$ cat src/sv/cle_pkg.sv
`timescale 1ns / 1ps
package cle_pkg;

	localparam int ACTION_W = 2;
	localparam int VALUE_W  = 32;
	localparam int STATUS_W = 2;
	localparam int POS_W    = 6;
	localparam int COUNT_W  = 7;

	typedef enum logic [ACTION_W-1:0] {
		ACT_INS_TAIL = 2'd0,
		ACT_INS_HEAD = 2'd1,
		ACT_DELETE   = 2'd2,
		ACT_SEARCH   = 2'd3
	} action_t;

	typedef enum logic [STATUS_W-1:0] {
		ST_OK        = 2'd0,
		ST_FULL      = 2'd1,
		ST_NOT_FOUND = 2'd2,
		ST_EMPTY     = 2'd3
	} status_t;

	// controller -> datapath
	typedef struct packed {
		logic    load;
		logic    ins;
		logic    scan_init;
		logic    scan_step;
		logic    cap_pos;
		logic    shift_wr;
		logic    del_commit;
		logic    finish;
		status_t status;
	} dp_cmd_t;

	// datapath -> controller
	typedef struct packed {
		action_t action;
		logic    full;
		logic    empty;
		logic    match;
		logic    last;
		logic    cmp_vld;
		logic    out_free;
	} dp_sts_t;

endpackage

$ cat src/sv/cle_in_if.sv
`timescale 1ns / 1ps
interface cle_in_if;
	logic                                valid;
	logic                                ready;
	logic [cle_pkg::ACTION_W-1:0]        action;
	logic signed [cle_pkg::VALUE_W-1:0]  value;

	modport source (output valid, action, value, input ready);
	modport sink (input valid, action, value, output ready);
endinterface

$ cat src/sv/cle_out_if.sv
`timescale 1ns / 1ps
interface cle_out_if;
	logic                         valid;
	logic                         ready;
	logic [cle_pkg::STATUS_W-1:0] status;
	logic [cle_pkg::POS_W-1:0]    position;
	logic [cle_pkg::COUNT_W-1:0]  entry_count;

	modport source (output valid, status, position, entry_count, input ready);
	modport sink (input valid, status, position, entry_count, output ready);
endinterface

$ cat src/sv/circular_list_engine_unit.sv
`timescale 1ns / 1ps
// Bounded ordered list of signed 32-bit words kept in a ring of CAPACITY slots.
// req channel: one word per request, action (insert tail, insert head, delete
//   first match, search) and value; taken when valid and ready are both high.
// rsp channel: exactly one word per request: status, position from the head
//   and the entry count after the request.
// Inserts need no scan. Search and delete read one entry a cycle from the
//   entry memory (registered read, one write port); search stops at the first
//   match, while delete goes on to the last entry, since the entries behind the
//   match are moved down one slot each.
// One request is worked at a time; ready is high only while the engine idles.
// The result sits in an output register, so the next request is taken while
//   a previous result still waits; if the receiver stalls longer, the engine
//   holds its finished result internally until the register frees.
// Reset empties the list and clears the head slot; no clearing pass is run.
module circular_list_engine_unit #(
	parameter int CAPACITY = 64
) (
	input  logic      clk,
	input  logic      arst_n,
	cle_in_if.sink    req,
	cle_out_if.source rsp
);
	import cle_pkg::*;

	dp_cmd_t cmd;
	dp_sts_t sts;
	logic    ready;

	cle_ctrl u_ctrl (
		.clk       (clk),
		.arst_n    (arst_n),
		.req_valid (req.valid),
		.req_ready (ready),
		.cmd       (cmd),
		.sts       (sts)
	);

	cle_dp #(
		.CAPACITY (CAPACITY)
	) u_dp (
		.clk             (clk),
		.arst_n          (arst_n),
		.cmd             (cmd),
		.sts             (sts),
		.req_action      (req.action),
		.req_value       (req.value),
		.rsp_valid       (rsp.valid),
		.rsp_ready       (rsp.ready),
		.rsp_status      (rsp.status),
		.rsp_position    (rsp.position),
		.rsp_entry_count (rsp.entry_count)
	);

	assign req.ready = ready;

endmodule

$ cat src/sv/cle_dp.sv
`timescale 1ns / 1ps
module cle_dp #(
	parameter int CAPACITY = 64
) (
	input  logic                                clk,
	input  logic                                arst_n,
	input  cle_pkg::dp_cmd_t                    cmd,
	output cle_pkg::dp_sts_t                    sts,
	input  logic [cle_pkg::ACTION_W-1:0]        req_action,
	input  logic signed [cle_pkg::VALUE_W-1:0]  req_value,
	output logic                                rsp_valid,
	input  logic                                rsp_ready,
	output logic [cle_pkg::STATUS_W-1:0]        rsp_status,
	output logic [cle_pkg::POS_W-1:0]           rsp_position,
	output logic [cle_pkg::COUNT_W-1:0]         rsp_entry_count
);
	import cle_pkg::*;

	localparam int SW   = (CAPACITY > 1) ? $clog2(CAPACITY) : 1;
	localparam int CW   = $clog2(CAPACITY + 1);
	localparam int SUMW = CW + 1;
	localparam logic [SW-1:0]   LAST_SLOT = SW'(CAPACITY - 1);
	localparam logic [SUMW-1:0] CAP_SUM   = SUMW'(CAPACITY);
	localparam logic [CW-1:0]   CAP_CNT   = CW'(CAPACITY);

	logic signed [VALUE_W-1:0] mem_q [CAPACITY];

	action_t                   action_q;
	logic signed [VALUE_W-1:0] value_q;
	logic [SW-1:0]             head_q;
	logic [CW-1:0]             count_q;
	logic [SW-1:0]             rd_slot_q;
	logic [CW-1:0]             rd_idx_q;
	logic                      cmp_vld_q;
	logic [CW-1:0]             cmp_idx_q;
	logic [SW-1:0]             cmp_slot_q;
	logic [SW-1:0]             wr_slot_q;
	logic [CW-1:0]             pos_q;
	logic signed [VALUE_W-1:0] rdata_q;
	logic                      rsp_valid_q;
	status_t                   rsp_status_q;
	logic [POS_W-1:0]          rsp_pos_q;
	logic [COUNT_W-1:0]        rsp_cnt_q;

	logic [SUMW-1:0]           tail_sum;
	logic [SW-1:0]             tail_slot;
	logic [SW-1:0]             new_head;
	logic [SW-1:0]             next_rd_slot;
	logic                      wr_en;
	logic [SW-1:0]             wr_addr;
	logic signed [VALUE_W-1:0] wr_data;

	always_comb begin
		tail_sum     = SUMW'(head_q) + SUMW'(count_q);
		tail_slot    = (tail_sum >= CAP_SUM) ? SW'(tail_sum - CAP_SUM) : SW'(tail_sum);
		new_head     = (head_q == '0) ? LAST_SLOT : head_q - 1'b1;
		next_rd_slot = (rd_slot_q == LAST_SLOT) ? '0 : rd_slot_q + 1'b1;
		wr_en        = cmd.ins || cmd.shift_wr;
		wr_addr      = wr_slot_q;
		wr_data      = rdata_q;
		if (cmd.ins) begin
			wr_addr = (action_q == ACT_INS_HEAD) ? new_head : tail_slot;
			wr_data = value_q;
		end
	end

	always_comb begin
		sts.action   = action_q;
		sts.full     = (count_q == CAP_CNT);
		sts.empty    = (count_q == '0);
		sts.match    = cmp_vld_q && (rdata_q == value_q);
		sts.last     = cmp_vld_q && (cmp_idx_q == count_q - 1'b1);
		sts.cmp_vld  = cmp_vld_q;
		sts.out_free = !rsp_valid_q || rsp_ready;
	end

	// entry store: one write and one registered read per cycle
	always_ff @(posedge clk) begin
		if (wr_en) begin
			mem_q[wr_addr] <= wr_data;
		end
		if (cmd.scan_step) begin
			rdata_q <= mem_q[rd_slot_q];
		end
	end

	always_ff @(posedge clk or negedge arst_n) begin
		if (!arst_n) begin
			head_q      <= '0;
			count_q     <= '0;
			rd_idx_q    <= '0;
			cmp_vld_q   <= 1'b0;
			rsp_valid_q <= 1'b0;
		end else begin
			if (cmd.ins) begin
				count_q <= count_q + 1'b1;
				if (action_q == ACT_INS_HEAD) begin
					head_q <= new_head;
				end
			end
			if (cmd.del_commit) begin
				count_q <= count_q - 1'b1;
				if (count_q == CW'(1)) begin
					head_q <= '0;
				end
			end
			if (cmd.scan_init) begin
				rd_idx_q  <= '0;
				cmp_vld_q <= 1'b0;
			end else if (cmd.scan_step) begin
				cmp_vld_q <= (rd_idx_q != count_q);
				if (rd_idx_q != count_q) begin
					rd_idx_q <= rd_idx_q + 1'b1;
				end
			end
			if (cmd.finish) begin
				rsp_valid_q <= 1'b1;
			end else if (rsp_ready) begin
				rsp_valid_q <= 1'b0;
			end
		end
	end

	always_ff @(posedge clk) begin
		if (cmd.load) begin
			action_q <= action_t'(req_action);
			value_q  <= req_value;
		end
		if (cmd.ins) begin
			pos_q <= (action_q == ACT_INS_HEAD) ? '0 : count_q;
		end
		if (cmd.scan_init) begin
			rd_slot_q <= head_q;
		end else if (cmd.scan_step) begin
			rd_slot_q  <= next_rd_slot;
			cmp_idx_q  <= rd_idx_q;
			cmp_slot_q <= rd_slot_q;
		end
		// delete: write slot trails the read by one entry
		if (cmd.cap_pos) begin
			pos_q     <= cmp_idx_q;
			wr_slot_q <= cmp_slot_q;
		end else if (cmd.shift_wr) begin
			wr_slot_q <= cmp_slot_q;
		end
		if (cmd.finish) begin
			rsp_status_q <= cmd.status;
			rsp_pos_q    <= (cmd.status == ST_OK) ? POS_W'(pos_q) : '0;
			rsp_cnt_q    <= COUNT_W'(count_q);
		end
	end

	assign rsp_valid       = rsp_valid_q;
	assign rsp_status      = rsp_status_q;
	assign rsp_position    = rsp_pos_q;
	assign rsp_entry_count = rsp_cnt_q;

endmodule

$ cat src/sv/cle_ctrl.sv
`timescale 1ns / 1ps
module cle_ctrl (
	input  logic             clk,
	input  logic             arst_n,
	input  logic             req_valid,
	output logic             req_ready,
	output cle_pkg::dp_cmd_t cmd,
	input  cle_pkg::dp_sts_t sts
);
	import cle_pkg::*;

	typedef enum logic [2:0] {
		S_IDLE,
		S_EXEC,
		S_SCAN,
		S_SHIFT,
		S_FIN
	} state_t;

	state_t  state_q;
	status_t status_q;
	logic    is_insert;

	assign is_insert = (sts.action == ACT_INS_TAIL) || (sts.action == ACT_INS_HEAD);
	assign req_ready = (state_q == S_IDLE);

	always_comb begin
		cmd        = '0;
		cmd.status = status_q;
		unique case (state_q)
			S_IDLE: begin
				cmd.load = req_valid;
			end
			S_EXEC: begin
				if (is_insert) begin
					cmd.ins = !sts.full;
				end else begin
					cmd.scan_init = !sts.empty;
				end
			end
			S_SCAN: begin
				cmd.scan_step = 1'b1;
				cmd.cap_pos   = sts.match;
			end
			S_SHIFT: begin
				cmd.scan_step  = 1'b1;
				cmd.shift_wr   = sts.cmp_vld;
				cmd.del_commit = !sts.cmp_vld;
			end
			S_FIN: begin
				cmd.finish = sts.out_free;
			end
			default: begin
				cmd.status = status_q;
			end
		endcase
	end

	always_ff @(posedge clk or negedge arst_n) begin
		if (!arst_n) begin
			state_q  <= S_IDLE;
			status_q <= ST_OK;
		end else begin
			unique case (state_q)
				S_IDLE: begin
					if (req_valid) begin
						state_q <= S_EXEC;
					end
				end
				S_EXEC: begin
					if (is_insert) begin
						status_q <= sts.full ? ST_FULL : ST_OK;
						state_q  <= S_FIN;
					end else if (sts.empty) begin
						status_q <= ST_EMPTY;
						state_q  <= S_FIN;
					end else begin
						state_q <= S_SCAN;
					end
				end
				S_SCAN: begin
					priority if (sts.match) begin
						status_q <= ST_OK;
						state_q  <= (sts.action == ACT_DELETE) ? S_SHIFT : S_FIN;
					end else if (sts.last) begin
						status_q <= ST_NOT_FOUND;
						state_q  <= S_FIN;
					end else begin
						state_q <= S_SCAN;
					end
				end
				S_SHIFT: begin
					if (!sts.cmp_vld) begin
						state_q <= S_FIN;
					end
				end
				S_FIN: begin
					if (sts.out_free) begin
						state_q <= S_IDLE;
					end
				end
				default: begin
					state_q <= S_IDLE;
				end
			endcase
		end
	end

endmodule

$ cat src/flat_wrapper.sv
// flat-port wrapper written by rule: the top's interface ports become plain ports
module circular_list_engine_unit_flat import cle_pkg::*;
#(
	parameter int CAPACITY = 64
)
  (clk, arst_n, req_valid, req_action, req_value, req_ready, rsp_valid, rsp_status, rsp_position, rsp_entry_count, rsp_ready);
  cle_in_if req_i ();
  cle_out_if rsp_i ();
  input  logic clk;
  input  logic arst_n;
  input wire logic [$bits(req_i.valid)-1:0] req_valid;
  input wire logic [$bits(req_i.action)-1:0] req_action;
  input wire logic [$bits(req_i.value)-1:0] req_value;
  output wire logic [$bits(req_i.ready)-1:0] req_ready;
  output wire logic [$bits(rsp_i.valid)-1:0] rsp_valid;
  output wire logic [$bits(rsp_i.status)-1:0] rsp_status;
  output wire logic [$bits(rsp_i.position)-1:0] rsp_position;
  output wire logic [$bits(rsp_i.entry_count)-1:0] rsp_entry_count;
  input wire logic [$bits(rsp_i.ready)-1:0] rsp_ready;
  assign req_i.valid = req_valid;
  assign req_i.action = req_action;
  assign req_i.value = req_value;
  assign req_ready = req_i.ready;
  assign rsp_valid = rsp_i.valid;
  assign rsp_status = rsp_i.status;
  assign rsp_position = rsp_i.position;
  assign rsp_entry_count = rsp_i.entry_count;
  assign rsp_i.ready = rsp_ready;
  circular_list_engine_unit #(.CAPACITY(CAPACITY)) u_core (.clk(clk), .arst_n(arst_n), .req(req_i), .rsp(rsp_i));
endmodule
$ cat config.mk
export PLATFORM = sky130hd
export DESIGN_NAME = circular_list_engine_unit_flat
export DESIGN_NICKNAME = d
export VERILOG_FILES = /design/src/sv/cle_pkg.sv /design/src/sv/cle_in_if.sv /design/src/sv/cle_out_if.sv /design/src/sv/circular_list_engine_unit.sv /design/src/sv/cle_dp.sv /design/src/sv/cle_ctrl.sv /design/src/flat_wrapper.sv
export SDC_FILE = /design/constraint.sdc
export NUM_CORES = 2
export LEC_CHECK = 0
export BUFFER_PORTS_ARGS = -buffer_cell sky130_fd_sc_hd__buf_2
export CAP_MARGIN = 0
export CORE_MARGIN = 2
export CORE_UTILIZATION = 60
export CTS_CLUSTER_DIAMETER = 50
export DETAILED_ROUTE_END_ITERATION = 6
export HOLD_SLACK_MARGIN = 0.02
export PLACE_DENSITY = 0.72
export SLEW_MARGIN = 20
export SYNTH_ARGS = -nofsm -noshare
export SYNTH_HDL_FRONTEND = slang
export SYNTH_SLANG_ARGS = --single-unit
$ cat constraint.sdc
create_clock -name clk -period 15.5 [get_ports clk]
set_input_delay 1.55 -clock clk [delete_from_list [all_inputs] [get_ports clk]]
set_output_delay 1.55 -clock clk [all_outputs]
set_load 0.01 [all_outputs]
==> flow_metrics.tcl <==
set metrics [dict create \
    outcome "completed" \
    dieHeight_microns 379 \
    p_leak_nw 29.6 \
    track_usage 0.306 \
    cp.arrival_ns 6.01 \
    hold-path-cell-count 0 \
    synth_top_cell_area_share 0.769 \
    io_buffers 54 \
    synth_flop_cell "edfxtp_1" \
    clk_pin_slew_ns 0.06 \
    r2r_start "u_core.u_dp.rd_slot_q[1]" \
    cp_max_fo 150 \
    overflow 0 \
    via_count 40600 \
    max_stage_delay_ns 1.03 \
    synth_top_cell_by_area "edfxtp_1" \
    fmax_mhz 183 \
    slew_viol_final 0 \
    pwr-share-comb 0.306 \
    ant_nets 0 \
    clkLatencyLatePin_ns 0.84 \
    met2WireLength_mm 102 \
    syn_area_sq_um 84400 \
    holdCritStartpoint "u_core.u_dp.cmp_slot_q[2]" \
    seq_area_frac_synth 0.777 \
    vdd_ir_drop_max_mv 0.289 \
    dp_hpwl_mm 112 \
    ys_warn_count 0 \
    drive_above_1_share 0.317 \
    ys_types 65 \
    grt_pass1_vias 40900 \
    crit_path_top_delay_cell "edfxtp_1" \
    hold_class "flop to flop" \
    dieArea_sq_um 144000 \
    wl_mm 214 \
    skew_ns 0.0359 \
    synth_seq_cells 2187 \
    syn2layout_area_growth_pct 12.0 \
    cap_viol_max_count 0 \
    grt_first_pass_wirelength_mm 302 \
    rsz0062_at_grt "false" \
    wl_met1_mm 76.6 \
    core_sq_um 140000 \
    setup_tns_ns 0 \
    fp.dieW_microns 379 \
    antenna_found_initial 9 \
    cts-buffers-inserted 208 \
    ff2ff_path_depth 7 \
    switchingPower_mw 6.13 \
    floorplan.initialDensity 0.605 \
    ff2ff_setup_slack_ns 10.03 \
    wl_met3_mm 25.6 \
    n_fill_cell 8398 \
    grt_max_degree 151 \
    htree_levels 4 \
    route.detailed.wl_per_inst_microns 36.6 \
    crit-reg2reg-capture "u_core.u_dp.rdata_q[12]" \
    hold_buffers 0 \
    p_sw_frac 0.324 \
    clk_path_buf_depth 3 \
    drt-initial-drc-count 6376 \
    drcViolationCount 0 \
    syn_nets 3668 \
    p_int_mw 12.8 \
    cp_cell_sequence "buf_12, buf_4, buf_4, mux4_2, mux4_2, a22oi_1, nand2_1" \
    cts-root-buf "clkbuf_16" \
    via_per_inst 6.93 \
    postSynth.asyncResetShare 0.0123 \
    cts.sinks 2187 \
    cts_tree "yes" \
    slew-limit-headroom 0.228 \
    ctsResizeCount 0 \
    worstSetupStartpointType "flop" \
    maxUsedRoutingLayer "met5" \
    hold_end "u_core.u_dp.wr_slot_q[2]" \
    io_pins 55 \
    yosys-top-cells-count "2160 x edfxtp_1, 640 x mux4_2, 170 x nand2_1, 132 x clkbuf_1, 65 x nor3_1" \
    setup_viol 0 \
    first_pass_iters 7 \
    fin_crit_ns 5.47 \
    synth.most_common_cell "edfxtp_1" \
    synthCells 3616 \
    seqPwrFrac 0.426 \
    syn_area_per_cell_sq_um 23.3 \
    tightestPinTransition_ns 1.16 \
    timing.hold.ws_ns 0.423 \
    endpoint_kind "flop" \
    row_count 137 \
    netlist_top_cells_area "edfxtp_1 77%, mux4_2 17%, dfrtp_1 0.80%" \
    finalCritPeriodShare 0.353 \
    postCtsSetupBuffers 0 \
    pwr-share-clk 0.267 \
    powerDensity_nw_per_um2 200 \
    place_congestion 0.910 \
    critical_path_class "flop to flop" \
    synth-edff-count 2160 \
    hold_viol_final 0 \
    worstPathRequired_ns 16.03 \
    layout.nets 3854 \
]
## how the worst max path moves through the flow
stage / startpoint / to / slack [ns] / cells after the start
2_1_floorplan: u_core.u_ctrl.state_q[2] / u_core.u_dp.mem_q[42][0] / 9.57 / 7
3_3_place_gp: u_core.u_dp.rd_slot_q[0] / u_core.u_dp.rdata_q[12] / 10.21 / 7
3_5_place_dp: u_core.u_dp.rd_slot_q[0] / u_core.u_dp.rdata_q[12] / 10.10 / 7
4_1_cts: u_core.u_dp.rd_slot_q[0] / u_core.u_dp.rdata_q[12] / 10.01 / 7
5_1_grt: u_core.u_dp.rd_slot_q[0] / u_core.u_dp.rdata_q[12] / 9.72 / 7
6_report: u_core.u_dp.rd_slot_q[1] / u_core.u_dp.rdata_q[12] / 10.03 / 7
## per-stage QoR
step	worst slack, ns	total power [mW]	instance area (sq um)	instances	utilization
3_5_place_dp	10.10	13.9	87600	5466	0.628
3_3_place_gp	10.21	13.7	87600	5466	0.628
5_1_grt	9.72	19.5	94500	5856	0.677
6_report	10.03	18.9	94500	5862	0.677
2_1_floorplan	9.57	11.7	84400	3616	-
4_1_cts	10.01	18.9	94400	5854	0.677
## worst max-delay path, delay by kind of cell, from the launching register on
kind            cells  cell delay, ns
compound gates      1            0.19
mux                 2            0.91
buf+inv             3            2.58
flops               1            1.03
simple gates        1            0.10
## cells by family after synthesis
logic type | count (synthesis) | share of synthesized area
compound gates | 129 | 0.0114
xor+xnor | 70 | 0.00727
fa+ha+maj | 14 | 0.00217
buf+inv | 211 | 0.00994
flops | 2187 | 0.777
mux | 644 | 0.171
simple gates | 361 | 0.0210
## flip-flops by register name (all words and copies together), names as in the netlist
| signal | count |
|---|---|
| u_core.u_dp.rd_idx_q | 7 |
| u_core.u_dp.rd_slot_q | 6 |
| u_core.u_dp.cmp_vld_q | 1 |
| u_core.u_dp.cmp_slot_q | 6 |
| u_core.u_dp.rsp_valid | 1 |
| u_core.u_dp.head_q | 6 |
| u_core.u_dp.rsp_status | 2 |
| u_core.u_ctrl.status_q | 2 |
| u_core.u_dp.cmp_idx_q | 7 |
| u_core.u_ctrl.state_q | 3 |
| u_core.u_dp.value_q | 32 |
| u_core.u_dp.wr_slot_q | 6 |
| u_core.u_dp.count_q | 7 |
| u_core.u_dp.action_q | 2 |
| u_core.u_dp.rsp_position | 6 |
| u_core.u_dp.rdata_q | 32 |
| u_core.u_dp.mem_q | 2048 |
| u_core.u_dp.rsp_entry_count | 7 |
| u_core.u_dp.pos_q | 6 |
## cell usage in the layout, fill, tap and decap left out, drive strengths merged, types with 18 or more instances in the layout
| cell type | n |
|---|---|
| bufinv | 23 |
| dfrtp | 27 |
| xnor2 | 52 |
| clkinv | 105 |
| buf | 174 |
| xor2 | 18 |
| inv | 28 |
| mux4 | 640 |
| edfxtp | 2160 |
| nor3 | 78 |
| nand2 | 170 |
| clkbuf | 235 |
| a22oi | 64 |
| o21ai | 29 |
| nor2 | 31 |
## cell type report
class	count	area, sq um	area share
Timing Repair Buffer	174	1270	0.0134
Multi-Input combinational cell	1218	18500	0.196
Clock buffer	235	5350	0.0566
Clock inverter	153	1470	0.0155
Tap cell	1876	2350	0.0248
Sequential cell	2187	65500	0.693
Inverter	13	48.8	0.000516
Antenna cell	6	15.0	0.000159
## power groups by stage
stage          Sequential (mW)  Clock (mW)  Combinational, mW
2_1_floorplan             8.07           0               3.61
3_3_place_gp              8.17           0               5.53
3_5_place_dp              8.18           0               5.72
4_1_cts                   8.06        5.11               5.76
5_1_grt                   8.08        5.34               6.05
6_report                  8.07        5.07               5.80
## routing by layer
layer / GRT usage / vias up
met5: 0 / -
met4: 0.132 / 2
met2: 0.472 / 2826
li1: - / 15800
met1: 0.427 / 21600
met3: 0.0724 / 472
Note: power is estimated with default switching activity, not from simulation.
